--- src/hw/rtl/piwb_pkg.sv ---
// shared types, register codes and constants of the particle integrator
package piwb_pkg;

  localparam int unsigned REG_IDX_W = 3;
  localparam int unsigned ADDR_W    = 5;

  localparam logic [REG_IDX_W-1:0] REG_X_LOW  = 3'd0;
  localparam logic [REG_IDX_W-1:0] REG_Y_LOW  = 3'd1;
  localparam logic [REG_IDX_W-1:0] REG_X_HIGH = 3'd2;
  localparam logic [REG_IDX_W-1:0] REG_Y_HIGH = 3'd3;
  localparam logic [REG_IDX_W-1:0] REG_TSTEP  = 3'd4;
  localparam logic [REG_IDX_W-1:0] REG_MARGIN = 3'd5;

  localparam logic [31:0] RST_X_LOW  = 32'd0;
  localparam logic [31:0] RST_Y_LOW  = 32'd0;
  localparam logic [31:0] RST_X_HIGH = 32'd65536;
  localparam logic [31:0] RST_Y_HIGH = 32'd65536;
  localparam logic [23:0] RST_TSTEP  = 24'd655;
  localparam logic [15:0] RST_MARGIN = 16'd66;

  localparam int unsigned ROOT_W  = 16;
  localparam int unsigned ALPHA_W = 17;
  localparam logic [ALPHA_W-1:0] Q_ONE = 17'd65536;

  // number of register stages inside the motion and speed units
  localparam int unsigned UNIT_DEPTH = 6;

  typedef struct packed {
    logic signed [31:0] x_low_bound;
    logic signed [31:0] y_low_bound;
    logic signed [31:0] x_high_bound;
    logic signed [31:0] y_high_bound;
    logic [23:0]        time_step;
    logic [15:0]        bounce_margin;
  } cfg_t;

  typedef struct packed {
    logic signed [31:0] pos_x;
    logic signed [31:0] pos_y;
    logic signed [31:0] vel_x;
    logic signed [31:0] vel_y;
  } mot_res_t;

  typedef struct packed {
    logic              big;
    logic [ROOT_W-1:0] root;
  } alpha_res_t;

endpackage

--- src/hw/rtl/piwb_alpha.sv ---
// six-stage speed magnitude: squares, sum and a pipelined integer square root
module piwb_alpha
  import piwb_pkg::*;
(
  input  logic               clk_i,
  input  logic               en_i,
  input  logic signed [31:0] vel_x_i,
  input  logic signed [31:0] vel_y_i,
  output alpha_res_t         res_o
);

  localparam int unsigned REM_W     = ROOT_W + 2;
  localparam int unsigned BITS_STEP = 4;
  localparam int unsigned SQ_STAGES = ROOT_W / BITS_STEP;

  typedef struct packed {
    logic [2*ROOT_W-1:0] n;
    logic [REM_W-1:0]    rem;
    logic [ROOT_W-1:0]   root;
    logic                big;
  } sq_t;

  // four restoring square root steps, two radicand bits each
  function automatic sq_t sqrt_step(input sq_t s);
    sq_t              r;
    logic [REM_W+1:0] cur;
    logic [REM_W+1:0] trial;
    r = s;
    for (int i = 0; i < BITS_STEP; i++) begin
      cur   = {r.rem, r.n[2*ROOT_W-1 -: 2]};
      trial = {2'b00, r.root, 2'b01};
      r.n   = {r.n[2*ROOT_W-3:0], 2'b00};
      if (cur >= trial) begin
        r.rem  = REM_W'(cur - trial);
        r.root = {r.root[ROOT_W-2:0], 1'b1};
      end else begin
        r.rem  = cur[REM_W-1:0];
        r.root = {r.root[ROOT_W-2:0], 1'b0};
      end
    end
    return r;
  endfunction

  // stage 1: squares of the low bits, valid when both magnitudes are below one
  logic [31:0] sqx_q, sqy_q;
  logic        big1_q;
  logic signed [33:0] sqx_w, sqy_w;
  logic               big_x, big_y;
  always_comb begin
    sqx_w = $signed(vel_x_i[16:0]) * $signed(vel_x_i[16:0]);
    sqy_w = $signed(vel_y_i[16:0]) * $signed(vel_y_i[16:0]);
    big_x = (vel_x_i >= 32'sd65536) || (vel_x_i <= -32'sd65536);
    big_y = (vel_y_i >= 32'sd65536) || (vel_y_i <= -32'sd65536);
  end

  // stage 2: sum of squares
  sq_t         sum_q;
  logic [32:0] sum_w;
  assign sum_w = {1'b0, sqx_q} + {1'b0, sqy_q};

  sq_t stage_q [SQ_STAGES];

  always_ff @(posedge clk_i) begin
    if (en_i) begin
      sqx_q  <= sqx_w[31:0];
      sqy_q  <= sqy_w[31:0];
      big1_q <= big_x || big_y;

      sum_q.n    <= sum_w[31:0];
      sum_q.rem  <= '0;
      sum_q.root <= '0;
      sum_q.big  <= big1_q || sum_w[32];

      stage_q[0] <= sqrt_step(sum_q);
      for (int k = 1; k < SQ_STAGES; k++) begin
        stage_q[k] <= sqrt_step(stage_q[k-1]);
      end
    end
  end

  assign res_o.big  = stage_q[SQ_STAGES-1].big;
  assign res_o.root = stage_q[SQ_STAGES-1].root;

endmodule

--- config.mk ---
export PLATFORM = sky130hd
export DESIGN_NAME = piwb_alpha
export DESIGN_NICKNAME = d
export VERILOG_FILES = /design/src/hw/rtl/piwb_pkg.sv /design/src/hw/rtl/piwb_alpha.sv
export SDC_FILE = /design/constraint.sdc
export NUM_CORES = 2
export LEC_CHECK = 0
export BUFFER_PORTS_ARGS = -buffer_cell sky130_fd_sc_hd__clkbuf_2
export CORE_MARGIN = 5
export CORE_UTILIZATION = 60
export DETAILED_ROUTE_END_ITERATION = 8
export GPL_TIMING_DRIVEN = 0
export PLACE_DENSITY = 0.8
export SKIP_CTS_REPAIR_TIMING = 1
export SYNTH_ARGS = -nofsm -noshare
export SYNTH_HDL_FRONTEND = slang
export SYNTH_SLANG_ARGS = --single-unit
--- constraint.sdc ---
create_clock -name clk_i -period 9.6 [get_ports clk_i]
set_input_delay 0.48 -clock clk_i [delete_from_list [all_inputs] [get_ports clk_i]]
set_output_delay 0.48 -clock clk_i [all_outputs]
set_load 0.05 [all_outputs]
# Word level (Yosys, flattened, before mapping)
# Memories as Yosys holds them, arrays and structs flattened.
# Cells that the tools add are included.
[word_totals] n_memories=1 mem_bits_rw=236 regBits=98 out_inout_bits=17
[mem_list] name="stage_q" words=4 width=59 read_ports=4 rd_ports_with_merged_regs=0 wr=4 line_no="piwb_alpha.sv:61" source="sq_t stage_q [SQ_STAGES];"
[classes] muxes=34 addsub=17 n_mul=2 n_lt_le_gt_ge=20 reduce_logical=4
[ops] operator="two-way mux 34 bit" n=32
[ops] operator=">= comparator 20 x 18 -> 1 bit" n=15
[ops] operator="subtractor 18 bit" n=15
[ops] operator=">= comparator 32 x 18 -> 1 bit (second input constant)" n=2
[ops] operator="less-or-equal comparator 32 x 17 -> 1 bit (second input constant)" n=2
[ops] operator="multiplier 17 x 17 -> 32 bit" n=2
[ops] operator="adder 32 x 32 -> 33 bit" n=1
[ops] operator="logical OR 1 bit" n=4
[ops] operator="subtractor 2 x 1 -> 3 bit (second input constant)" n=1
[ops] operator=">= comparator 2 x 1 -> 1 bit (second input constant)" n=1
[ops] operator="two-way mux 1 bit" n=2

# Logic depth before layout (Yosys ltp)
# An unclocked memory read counts as a cell.
[depth] depth_word=13 mapped_depth=48 depth_no_buf=45

# Worst setup path before layout
# No wires, ideal clock.
[synth_path] kind="flip-flop to flip-flop" from="mem stage_q[2][8] in the netlist's numbering" to="mem stage_q[3][1] in the netlist's numbering (data pin)" n_path_buf=5 stages_incl_launch_ff=48 synth_period_minus_slack_ns=9.187 slack_ns=0.413 setup_ns=0.271 arrival_time_ns=8.916 path_cell_list="edfxtp_1 > inv_1 > ha_1 > a21o_1 > a21o_1 > a21oi_1 > o21ai_0 > nor4bb_1 > clkbuf_1 > clkbuf_1 > o21ai_0 > ha_1 > and4_1 > and2_1 > nand2_1 > o21bai_1 > a221oi_1 > o211ai_1 > (+12 left out) > o21a_1 > o21ai_0 > or4b_2 > clkbuf_1 > nor2_1 > a21oi_1 > ha_1 > a21o_1 > a21oi_1 > nor2b_1 > o21ai_0 > nand2b_1 > a21oi_1 > nor2b_1 > o21ai_0 > a21oi_1 > a211oi_1 > o211ai_1"
[synth_rtl] item="start, declared" line_no="piwb_alpha.sv:61"

==> flow_summary.toml <==
[outcome]
status = "finished clean"

[detailed_routing]
ant_nets = 0
drtIter0Drc = 1950
route.final.wire_length_um = 87900
wl_per_cell_um = 18.2
drtPass1Iterations = 6
vias = 28000
drc = 0
viasPerCell = 5.81

[worst_setup_path]
crit_top_cell = "nor2_1"
slowest_stage = "or4_1"
slowest_delay_ns = 0.44
required_ns = 9.91
cp-end-kind = "register"
worstSetupPathType = "reg -> reg"
cp.arrival_ns = 9.69
cp-start-kind = "register"
worst-path-max-fanout = 10

[clock_tree]
cts.path.max_buffers = 3
cts_tree = "done"
clock_latency_ns = 0.57
cts-buffers-inserted = 27
h-tree-depth = 1
root_buffer = "clkbuf_16"
clk_pin_slew_ns = 0.06
clock-sinks = 242

[placement]
port_buffers = 79
gp_congestion = 0.965
dp_hpwl_um = 71400

[run]
cap_violations = 0

[sta]
clock.fmax_mhz = 107
period_share_pct = 97.7
hold_viol_final = 0
setup_viol = 0
skew_ns = 0.0286
final_max_slew_viol_count = 0
worst_pin_slew_ns = 1.05
fin_tns_setup_ns = 0
rsz0062_at_grt = "yes"
timing.final.crit_period_ns = 9.38
max_slew_margin_pct = 29.9

[logic_synthesis]
synth_compound_area_share_pct = 11.6
synth_top_family_by_area = "adder cells"
ys.flop_type = "edfxtp_1"
synth_xor_area_share_pct = 6.00
synthAdderAreaFrac_pct = 39.5
synth_edf_count = 242
synthArstFlopShare_pct = 0
synthMuxAreaShare_pct = 1.16
synth_cells = 3860
synth_seq_cells = 242
yosys.area_share.simple_pct = 14.3
yosys_warnings = 0
syn_area_per_cell_um2 = 9.60
syn-cell-area_mm2 = 0.0371
synth_seq_area_share_pct = 19.6
ys_types = 106

[hold_path]
holdCritPathClass = "in -> reg"

[global_route]
grt-ovfl-total = 0
grt_pass1_wl_um = 143000
antenna_found_initial = 0
track_usage_pct = 26.0
grt_max_degree = 120
grt_pass1_vias = 28600

[finish]
final_nets = 4941
diodes = 0
drive_above_1_share_pct = 9.45
final_cell_mix = "inv_1, fa_1, ha_1"
mostFrequentLayoutCell = "inv_1"
area_growth_pct = 9.06

[die]
start_util_pct = 60.3
core_area_mm2 = 0.0615
io_pins = 83
dieHeight_um = 259
die_w_um = 259
dieArea_mm2 = 0.0669
rows = 91
[critical path, delay by kind of cell, from the launching register on]
kind	cells	cell delay, ns
flip-flops	1	0.42
AND/OR/NAND/NOR	21	3.69
multiplexers	1	0.37
AO/OA/AOI/OAI	9	1.93
buffers and inverters	8	1.32
adder cells (fa/ha/maj)	4	1.36
[cell type report]
class                           count  area [um^2]
Buffer                             84          428
Timing Repair Buffer              124          779
Tap cell                          790          988
Sequential cell                   242         7270
Inverter                          674         2540
Clock inverter                     17          268
Clock buffer                       31          691
Fill cell                        4831        21000
Multi-Input combinational cell   2859        27500
[logic make-up (layout without fill, tap and decap cells)]
| group | Yosys count | in the layout |
|---|---|---|
| flops | 242 | 242 |
| xor+xnor | 253 | 253 |
| other cells | 1 | 2 |
| fa+ha+maj | 863 | 863 |
| mux | 40 | 40 |
| compound gates | 643 | 643 |
| simple gates | 1057 | 1058 |
| buf+inv | 761 | 930 |
[registers in the layout (all words and copies together), names as in the netlist]
name and cells:
stage_q 146, big1_q 1, sqy_q 31, sqx_q 31, sum_q 33
[path summary, 6_finish.rpt]
path | startpoint | end | slack [ns] | cells past startpoint
setup / recovery | stage_q[1][1] | stage_q[2][30] | 0.22 | 43
hold / removal | vel_y_i[0] | sqy_q[0] | 0.14 | 1
setup reg to reg | stage_q[1][1] | stage_q[2][30] | 0.22 | 43
hold reg to reg | sum_q[48] | stage_q[0][48] | 0.40 | 0
[Yosys cell counts (17+ instances only)]
master | instances | area share (%)
nand3_1 | 55 | 0.74
a31oi_1 | 32 | 0.54
and3_1 | 19 | 0.32
and2_1 | 150 | 2.5
o211ai_1 | 18 | 0.36
edfxtp_1 | 242 | 20
ha_1 | 349 | 12
nor2b_1 | 39 | 0.66
clkbuf_1 | 78 | 0.79
o21ai_0 | 137 | 1.8
or3_1 | 17 | 0.29
inv_1 | 668 | 6.8
nand4_1 | 27 | 0.46
or2_2 | 25 | 0.42
o21a_1 | 33 | 0.67
xnor2_1 | 190 | 4.5
a21oi_1 | 197 | 2.7
nor4_1 | 31 | 0.52
nand2b_1 | 36 | 0.61
mux2_2 | 22 | 0.67
o21bai_1 | 19 | 0.38
xor2_1 | 62 | 1.5
nor2_1 | 229 | 2.3
fa_1 | 514 | 28
nor3_1 | 77 | 1.0
a211oi_1 | 24 | 0.49
nand2_1 | 292 | 3.0
a21o_1 | 50 | 1.0
[layer usage]
metal	global-route usage (%)	part of all wire, %	vias to the layer above
li1	-	-	13200
met1	33.6	40	13700
met2	46.8	51	911
met3	2.95	5.2	204
met4	7.05	3.2	0
met5	0	0	-
[per-stage QoR]
stage               setup WS [ns]  instance area [um^2]  utilization (%)  instances  hold slack [ns]
detailed placement          -1.85                 38500             62.7       4732            0.405
finish                      0.218                 40400             65.8       4821            0.135
floorplan                   0.413                 37100                -       3861            0.400
global route               -0.152                 40400             65.8       4821            0.126
global placement            -1.78                 38500             62.6       4730            0.401
CTS                         -1.90                 39500             64.2       4780            0.113
Power is not shown: default switching activity piles up to over one toggle a cycle in this logic, so the estimate is an artifact.
